**config.mk**
```make
export PLATFORM = sky130hd
export DESIGN_NAME = pfps_match
export DESIGN_NICKNAME = d
export VERILOG_FILES = /design/src/rtl/pfps_pkg.sv /design/src/rtl/pfps_match.sv
export SDC_FILE = /design/constraint.sdc
export NUM_CORES = 1
export LEC_CHECK = 0
export BUFFER_PORTS_ARGS = -buffer_cell sky130_fd_sc_hd__buf_2
export CAP_MARGIN = 30
export CORE_UTILIZATION = 47
export DETAILED_ROUTE_END_ITERATION = 8
export PLACE_DENSITY_LB_ADDON = 0.15
export SETUP_SLACK_MARGIN = 0.5
export SLEW_MARGIN = 20
export SYNTH_ARGS = -nofsm -noshare
export SYNTH_HDL_FRONTEND = slang
export SYNTH_SLANG_ARGS = --single-unit
```
**constraint.sdc**
```tcl
create_clock -name clk -period 5.2 [get_ports clk]
set_clock_uncertainty 0.2 [all_clocks]
set_input_delay 1.04 -clock clk [delete_from_list [all_inputs] [get_ports clk]]
set_output_delay 1.04 -clock clk [all_outputs]
set_load 0.02 [all_outputs]
```
**src/rtl/pfps_pkg.sv**
```systemverilog
// package: constants, types and helper functions for the fuzzy prefix scanner
package pfps_pkg;
	localparam int TableDepth = 512;
	localparam int KeyLetters = 8;
	localparam int ResultBufferBytes = 256;
	localparam int MaxCodes = (ResultBufferBytes - 2) / 3;
	localparam int AddrW = $clog2(TableDepth);
	localparam int CntW = $clog2(TableDepth + 1);
	localparam int NcW = $clog2(MaxCodes + 1);
	localparam int PosW = 4;

	localparam logic [1:0] ModeClear = 2'd0;
	localparam logic [1:0] ModeAppend = 2'd1;
	localparam logic [1:0] ModeQuery = 2'd2;

	localparam logic [7:0] ChH = 8'h68;
	localparam logic [7:0] ChG = 8'h67;
	localparam logic [7:0] ChN = 8'h6e;
	localparam logic [7:0] ChL = 8'h6c;
	localparam logic [7:0] ChV = 8'h76;

	typedef struct packed {
		logic start;
		logic [63:0] q;
		logic [63:0] t;
	} match_req_t;

	typedef struct packed {
		logic done;
		logic hit;
	} match_rsp_t;

	function automatic logic [7:0] key_char(input logic [63:0] k, input logic [PosW-1:0] pos);
		logic [7:0] c;
		c = 8'h00;
		if (pos < PosW'(KeyLetters))
			c = k[8*(7-pos[2:0]) +: 8];
		return c;
	endfunction

	function automatic logic is_vowel(input logic [7:0] c);
		return c == 8'h61 || c == 8'h65 || c == 8'h69 || c == 8'h6f || c == 8'h75 || c == ChV;
	endfunction

	function automatic logic is_sib(input logic [7:0] c);
		return c == 8'h7a || c == 8'h63 || c == 8'h73;
	endfunction
endpackage

```
**src/rtl/pfps_match.sv**
```systemverilog
// iterative fuzzy matcher: one letter step of both keys per cycle
module pfps_match import pfps_pkg::*; (
	input  logic       clk,
	input  logic       arst_n,
	input  match_req_t req,
	output match_rsp_t rsp
);
	logic [PosW-1:0] i_q, j_q;
	logic [63:0] q_q, t_q;
	logic vs_q, busy_q;
	logic [7:0] a, b, a1, b1;
	logic vs, stop, fail;
	logic [PosW-1:0] ni, nj;

	always_comb begin
		a = key_char(q_q, i_q);
		b = key_char(t_q, j_q);
		a1 = key_char(q_q, i_q + PosW'(1));
		b1 = key_char(t_q, j_q + PosW'(1));
		vs = vs_q | is_vowel(a);
		stop = (a == 8'h00) || (b == 8'h00);
		fail = 1'b0;
		ni = i_q + PosW'(1);
		nj = j_q + PosW'(1);
		if (is_sib(a) && is_sib(b)) begin
			fail = a != b;
			ni = i_q + ((a1 == ChH) ? PosW'(2) : PosW'(1));
			nj = j_q + ((b1 == ChH) ? PosW'(2) : PosW'(1));
		end else if (!vs && (a == ChN || a == ChL) && (b == ChN || b == ChL)) begin
		end else if (vs && a == ChN && b == ChN) begin
			ni = i_q + ((a1 == ChG) ? PosW'(2) : PosW'(1));
			nj = j_q + ((b1 == ChG) ? PosW'(2) : PosW'(1));
		end else begin
			fail = a != b;
		end
	end

	always_ff @(posedge clk or negedge arst_n) begin
		if (!arst_n) begin
			busy_q <= 1'b0;
			rsp <= '0;
		end else begin
			rsp.done <= 1'b0;
			if (req.start) begin
				busy_q <= 1'b1;
			end else if (busy_q) begin
				if (stop || fail) begin
					busy_q <= 1'b0;
					rsp.done <= 1'b1;
					rsp.hit <= stop && (a == 8'h00);
				end
			end
		end
	end

	always_ff @(posedge clk) begin
		if (req.start) begin
			q_q <= req.q;
			t_q <= req.t;
			i_q <= '0;
			j_q <= '0;
			vs_q <= 1'b0;
		end else if (busy_q && !stop) begin
			i_q <= ni;
			j_q <= nj;
			vs_q <= vs;
		end
	end
endmodule

```
==> reports/metrics.yaml, run 1 <==
outcome: "finished, final reports clean"
synth_edf_count: 128
antenna_found_initial: 0
nets: 773
path_cells: "buf_4, mux4_2, a22oi_4, xnor2_1, or4_1, or4_1, or2_0, or4_1, nand4_1"
cts_setup_buffers: 0
ir_drop_v: 0.0002344
setup_viol: 0
power_density_nw_per_um2: 345.8
syn2layout_area_growth_pct: 18.88
dr.pass1.iters: 6
cp_num_buf_inv: 1
dr_total_vias: 4683
grt_pass1_vias: 4929
vias_per_cell: 5.656
core_um2: 15150
slew_headroom_pct: 47.20
met2_usage_pct: 32.50
hold_buffers: 0
grt_overflow: 0
worst_pin_slew_ns: 0.7919
rsz0062_at_grt: "false"
synth_area_um2: 7256
routed_wl_um: 14950
post-route-period-util_pct: 80.89
finalHoldViolCount: 0
htreeDepth: 4
p_leak_nw: 3.203
placed_cells: 796
critical_path_class: "reg -> reg"
wl_per_cell_um: 18.06
drt_first_iter_violations: 247
slew_violations: 0
cp_slowest_cell: "or4_1"
synth.avg_cell_area_um2: 14.63
dp_slack_ns: 0.9057
tns_ns: 0
yosys.cell_count.top_type: "edfxtp_1"
grtUsageMet1_pct: 25.75
synth-main-ff-cell: "edfxtp_1"
met3_usage_pct: 6.287
ys_ff_latch: 140
synth.distinct_cells: 61
instances_no_fill: 828
synthArstFlopShare_pct: 2.143
gr-usage-all-layers_pct: 20.11
setup_slack_ns: 0.9935
drive_above_1_share_pct: 36.25
hp-class: "in -> async"
gp_congestion: 0.8646
synthesis.nets: 641
clk_latency_ns: 0.42
cts_buffer_depth: 2
cts_tree: "done"
fin_crit_ns: 4.206
grt_pass1_wl_um: 24360
yosys_warnings: 0
top_usage_layer: "met2"
yosys-top-cells-count: "128 x edfxtp_1, 44 x mux4_2, 42 x nor2_1"
critPathMostFrequentCell: "or4_1"
cp_slowest_stage_delay_ns: 0.77
holdWs_ns: 0.2037
fp-row-count: 45
netlist_instances: 496
max_cap_violations: 0
post-route-drc-count: 0
die_height_um: 126.3
critical-path-top-delay-family: "simple AND/OR/NAND/NOR gates"
initial_core_util_pct: 47.91
cts_made_buffers: 17
cts_resized: 0
path_clk_slew_ns: 0.06
grt_max_degree: 83
io_pins: 133
worstPathRequired_ns: 5.36
antenna_left: 0
n_fill_cell: 1260
startpoint_type: "flop"
critPathArrivalTime_ns: 4.37
synth_largest_area_cell: "edfxtp_1"
cts_sinks: 140
root_buffer: "clkbuf_16"
crit_path_end_kind: "flop"
ys_top_cells_by_area: "edfxtp_1 53%, mux4_2 14%, mux2i_1 4.4%"
max_freq_mhz: 237.7
die_area_um2: 15940
netlist.area_leader.share_pct: 52.97
hpwlAfterDp_um: 11040
crit_fanout: 21
portBuffers: 132
antenna-diode-count: 0
die_w_um: 126.3
yosysSeqAreaShare_pct: 56.49
## power by group
| part | total (mW) | switching, mW | internal, mW |
|---|---|---|---|
| clock network | 1.08 | 0.475 | 0.609 |
| logic | 0.512 | 0.250 | 0.262 |
| registers | 1.39 | 0.0585 | 1.33 |
| total | 2.98 | 0.783 | 2.20 |
## flip-flops by register name (all words and copies together), names as in the netlist
register and flops:
busy_q 1, i_q 4, j_q 4, q_q 64
rsp 2, t_q 64, vs_q 1
## cell type report
type	instances	area, um^2	area share, %
clock inverters	12	90.09	1.044
well taps	188	235.2	2.727
inverters	17	63.81	0.7398
flip-flops and latches	140	4099	47.52
multi-input cells	311	2954	34.25
repair buffers	141	750.7	8.703
clock buffers	19	432.9	5.019
## through the flow
step / instance area [um^2] / util, % / total power, mW
4_1_cts: 8611 / 56.85 / 3.010
5_1_grt: 8626 / 56.95 / 3.113
6_report: 8626 / 56.95 / 2.983
2_1_floorplan: 7256 / - / 1.756
3_3_place_gp: 8088 / 53.40 / 1.908
3_5_place_dp: 8088 / 53.40 / 1.920
## final timing paths
| path | start | end | slack (ns) | cells after the start |
|---|---|---|---|---|
| worst max-delay path | i_q[2]$_SDFFE_PP0P_ | j_q[2]$_SDFFE_PP0P_ | 0.99 | 9 |
| worst min-delay path | arst_n | busy_q$_DFF_PN0_ | 0.20 | 1 |
| worst max register to register | i_q[2]$_SDFFE_PP0P_ | j_q[2]$_SDFFE_PP0P_ | 0.99 | 9 |
| worst min register to register | vs_q$_SDFFE_PP0P_ | vs_q$_SDFFE_PP0P_ | 0.30 | 2 |
| max in group asynchronous | arst_n | rsp[0]$_DFFE_PN0P_ | 4.48 | 1 |
| min in group clk | vs_q$_SDFFE_PP0P_ | vs_q$_SDFFE_PP0P_ | 0.30 | 2 |
## cells in the final DEF, fill, tap and decap left out, types with 4 or more instances in the layout
cell | Yosys | final
o21ai_0 | 4 | 4
nor3_1 | 8 | 8
nor4bb_1 | 6 | 6
clkbuf_16 | 0 | 17
mux2_2 | 10 | 10
buf_2 | 12 | 131
a31oi_1 | 4 | 4
mux4_2 | 44 | 44
a41oi_1 | 4 | 4
nand3_1 | 6 | 6
edfxtp_1 | 128 | 128
dfxtp_1 | 9 | 9
nand2b_1 | 4 | 4
a21oi_1 | 12 | 12
or4_1 | 7 | 7
xnor2_1 | 7 | 7
o21a_1 | 4 | 4
fa_1 | 4 | 4
and4b_1 | 4 | 4
nand4_1 | 7 | 7
o22ai_1 | 6 | 6
xor2_1 | 7 | 7
mux2i_1 | 32 | 32
buf_4 | 1 | 8
nor2b_1 | 4 | 4
a22oi_1 | 4 | 4
a211oi_1 | 7 | 7
nand2_1 | 23 | 23
inv_1 | 16 | 16
ha_1 | 10 | 10
nand4b_1 | 4 | 4
nor2_1 | 42 | 42
## kinds of logic (layout without fill, tap and decap cells)
kind of cell | after synthesis | after routing | share of synthesized area (%)
muxes | 87 | 87 | 19.78
DFF | 140 | 140 | 56.49
buffers and inverters | 45 | 189 | 2.794
AOI/OAI and AO/OA | 61 | 61 | 6.156
adders and majority gates | 14 | 14 | 2.828
xor gates and xnor gates | 14 | 14 | 1.690
and+or+nand+nor | 135 | 135 | 10.26
## routing by layer
metal | vias to the layer above | routed length (um)
met2 | 126 | 7327
met5 | - | 0
met1 | 2295 | 6637
met4 | 0 | 215
li1 | 2244 | -
met3 | 18 | 770
No activity file was read; power rests on OpenSTA's default activity.
==> run 2: changes to the inputs <==
==> constraint.sdc (replaced) <==
create_clock -name clk -period 4 [get_ports clk]
set_clock_uncertainty 0.2 [all_clocks]
set_input_delay 0.8 -clock clk [delete_from_list [all_inputs] [get_ports clk]]
set_output_delay 0.8 -clock clk [all_outputs]
set_load 0.02 [all_outputs]
==> run 2 against run 1 <==
Critical path depth is 3 higher; maximum frequency increased by 25%; power rose by 39%; register-to-register slack lost 0.37 ns; clock-buffer cell count decreased by 2; flip-flop and latch count is the same; non-clock buffer count is 26 higher; setup slack worse by 0.37 ns; routed wire length is 3.9% higher; critical path type unchanged.
==> reports/metrics.yaml, run 2 (synthesis results as in run 1) <==
vias_per_cell: 5.637
post-route-drc-count: 0
fin_crit_ns: 3.374
cts_made_buffers: 17
crit_fanout: 8
hpwlAfterDp_um: 10960
final_cell_mix: "131 x buf_2, 128 x edfxtp_1, 44 x mux4_2"
wl_per_cell_um: 18.16
nets: 799
antenna_found_initial: 0
cp_slowest_cell: "or4_1"
reg_top3: "q_q (64), t_q (64)"
crit_path_end_kind: "flop"
hold_end: "rsp[0]$_DFFE_PN0P_"
antenna_left: 0
drive_above_1_share_pct: 41.23
portBuffers: 132
grt_pass1_vias: 4921
multi_input_area_um2: 3015
die_height_um: 126.3
slew_violations: 0
startpoint_type: "flop"
syn2layout_area_growth_pct: 24.76
worst_pin_slew_ns: 0.4544
initial_core_util_pct: 47.91
tns_ns: 0
slew_headroom_pct: 69.45
dr.pass1.iters: 5
routed_wl_um: 15530
max_freq_mhz: 296.3
seqCellArea_um2: 4108
post-route-period-util_pct: 84.36
grt_overflow: 0
ir_drop_v: 0.0004217
drt_first_iter_violations: 308
worstPathRequired_ns: 4.16
r2r_setup_slack_ns: 0.63
p_leak_nw: 3.396
outcome: "finished, final reports clean"
clk_latency_ns: 0.43
rsz0062_at_grt: "true"
grt_max_degree: 92
worstHoldStart: "rsp[0]$_DFFE_PN0P_"
fp-row-count: 45
hold_depth: 2
path_clk_slew_ns: 0.07
antenna-diode-count: 0
critPathMostFrequentCell: "nand4_1"
gp_congestion: 0.8062
finalHoldViolCount: 0
setup_slack_ns: 0.6256
core_um2: 15150
dp_slack_ns: 0.3089
cp_slowest_stage_delay_ns: 0.50
max_cap_violations: 0
final_common_cell: "buf_2"
cts_tree: "done"
rr_endpoint: "i_q[2]$_SDFFE_PP0P_"
setup_viol: 0
n_fill_cell: 1202
critical_path_class: "reg -> reg"
cts_sinks: 140
power_density_nw_per_um2: 459.6
grt_pass1_wl_um: 24920
r2r_cells: 12
dr_total_vias: 4820
die_area_um2: 15940
die_w_um: 126.3
gr-usage-all-layers_pct: 20.55
hp-class: "reg -> reg"
reg2reg_from: "i_q[1]$_SDFFE_PP0P_"
critPathArrivalTime_ns: 3.53
io_pins: 133
path_cells: "ha_4, buf_6, mux4_2, mux2_2, nand2_1, nor2_1, nand4_1, ha_2, inv_1, fa_2, or4_1, nand4_1"
cts_buffer_depth: 2
htreeDepth: 4
root_buffer: "clkbuf_16"
==> run 2: how the worst max path moves through the flow <==
stage / slack (ns) / from / cells past startpoint / end
2_1_floorplan: 0.40 / i_q[1]$_SDFFE_PP0P_ / 14 / i_q[2]$_SDFFE_PP0P_
3_3_place_gp: 0.45 / i_q[0]$_SDFFE_PP0P_ / 13 / i_q[2]$_SDFFE_PP0P_
3_5_place_dp: 0.31 / i_q[0]$_SDFFE_PP0P_ / 13 / i_q[2]$_SDFFE_PP0P_
4_1_cts: 0.50 / j_q[1]$_SDFFE_PP0P_ / 9 / i_q[2]$_SDFFE_PP0P_
5_1_grt: 0.48 / i_q[2]$_SDFFE_PP0P_ / 9 / i_q[2]$_SDFFE_PP0P_
6_report: 0.63 / i_q[1]$_SDFFE_PP0P_ / 12 / i_q[2]$_SDFFE_PP0P_
==> run 2: critical path: cells and delay by family, from the launching register on <==
| kind | cells | cell delay [ns] |
|---|---|---|
| muxes | 2 | 0.77 |
| and+or+nand+nor | 5 | 0.92 |
| buffers and inverters | 2 | 0.17 |
| adders and majority gates | 3 | 0.90 |
| DFF | 1 | 0.36 |
==> run 2: final cells by class <==
cell class	instances	area share [%]
clock inverter	15	1.949
multi-input combinational	311	33.31
sequential	140	45.38
timing repair buffer	167	11.36
tap	188	2.598
clock buffer	17	4.699
inverter	17	0.7049
==> run 2: where the power goes <==
| part | switching, mW | internal [mW] |
|---|---|---|
| clock network | 0.662 | 0.941 |
| logic | 0.352 | 0.404 |
| registers | 0.0744 | 1.73 |
==> run 2: metrics by stage <==
stage          std cells  total power [mW]  util [%]  cell area [um^2]  hold WS (ns)
3_5_place_dp         805             2.519     53.93              8168        0.2977
3_3_place_gp         805             2.501     53.93              8168        0.2886
2_1_floorplan        496             2.283         -              7259        0.2682
6_report             855             4.161     59.77              9052        0.3169
4_1_cts              838             4.146     58.21              8816        0.3089
5_1_grt              855             4.338     59.77              9052        0.3228
==> run 2: metal layers <==
| layer | part of all wire (%) | global-route usage, % | vias to the layer above |
|---|---|---|---|
| li1 | - | - | 2301 |
| met1 | 45 | 26.77 | 2376 |
| met2 | 51 | 33.47 | 131 |
| met3 | 4.0 | 5.990 | 12 |
| met4 | 0.80 | 6.024 | 0 |
| met5 | 0 | 0 | - |
==> run 2: repair_timing <==
| action | in CTS | in global routing |
|---|---|---|
| setup buffers | 0 | 16 |
| resized for setup | 10 | 24 |
| pin swaps | 0 | 10 |
| hold endpoints to repair | 3 | 0 |
| hold buffers | 1 | 0 |
| setup endpoints to repair | 6 | 8 |
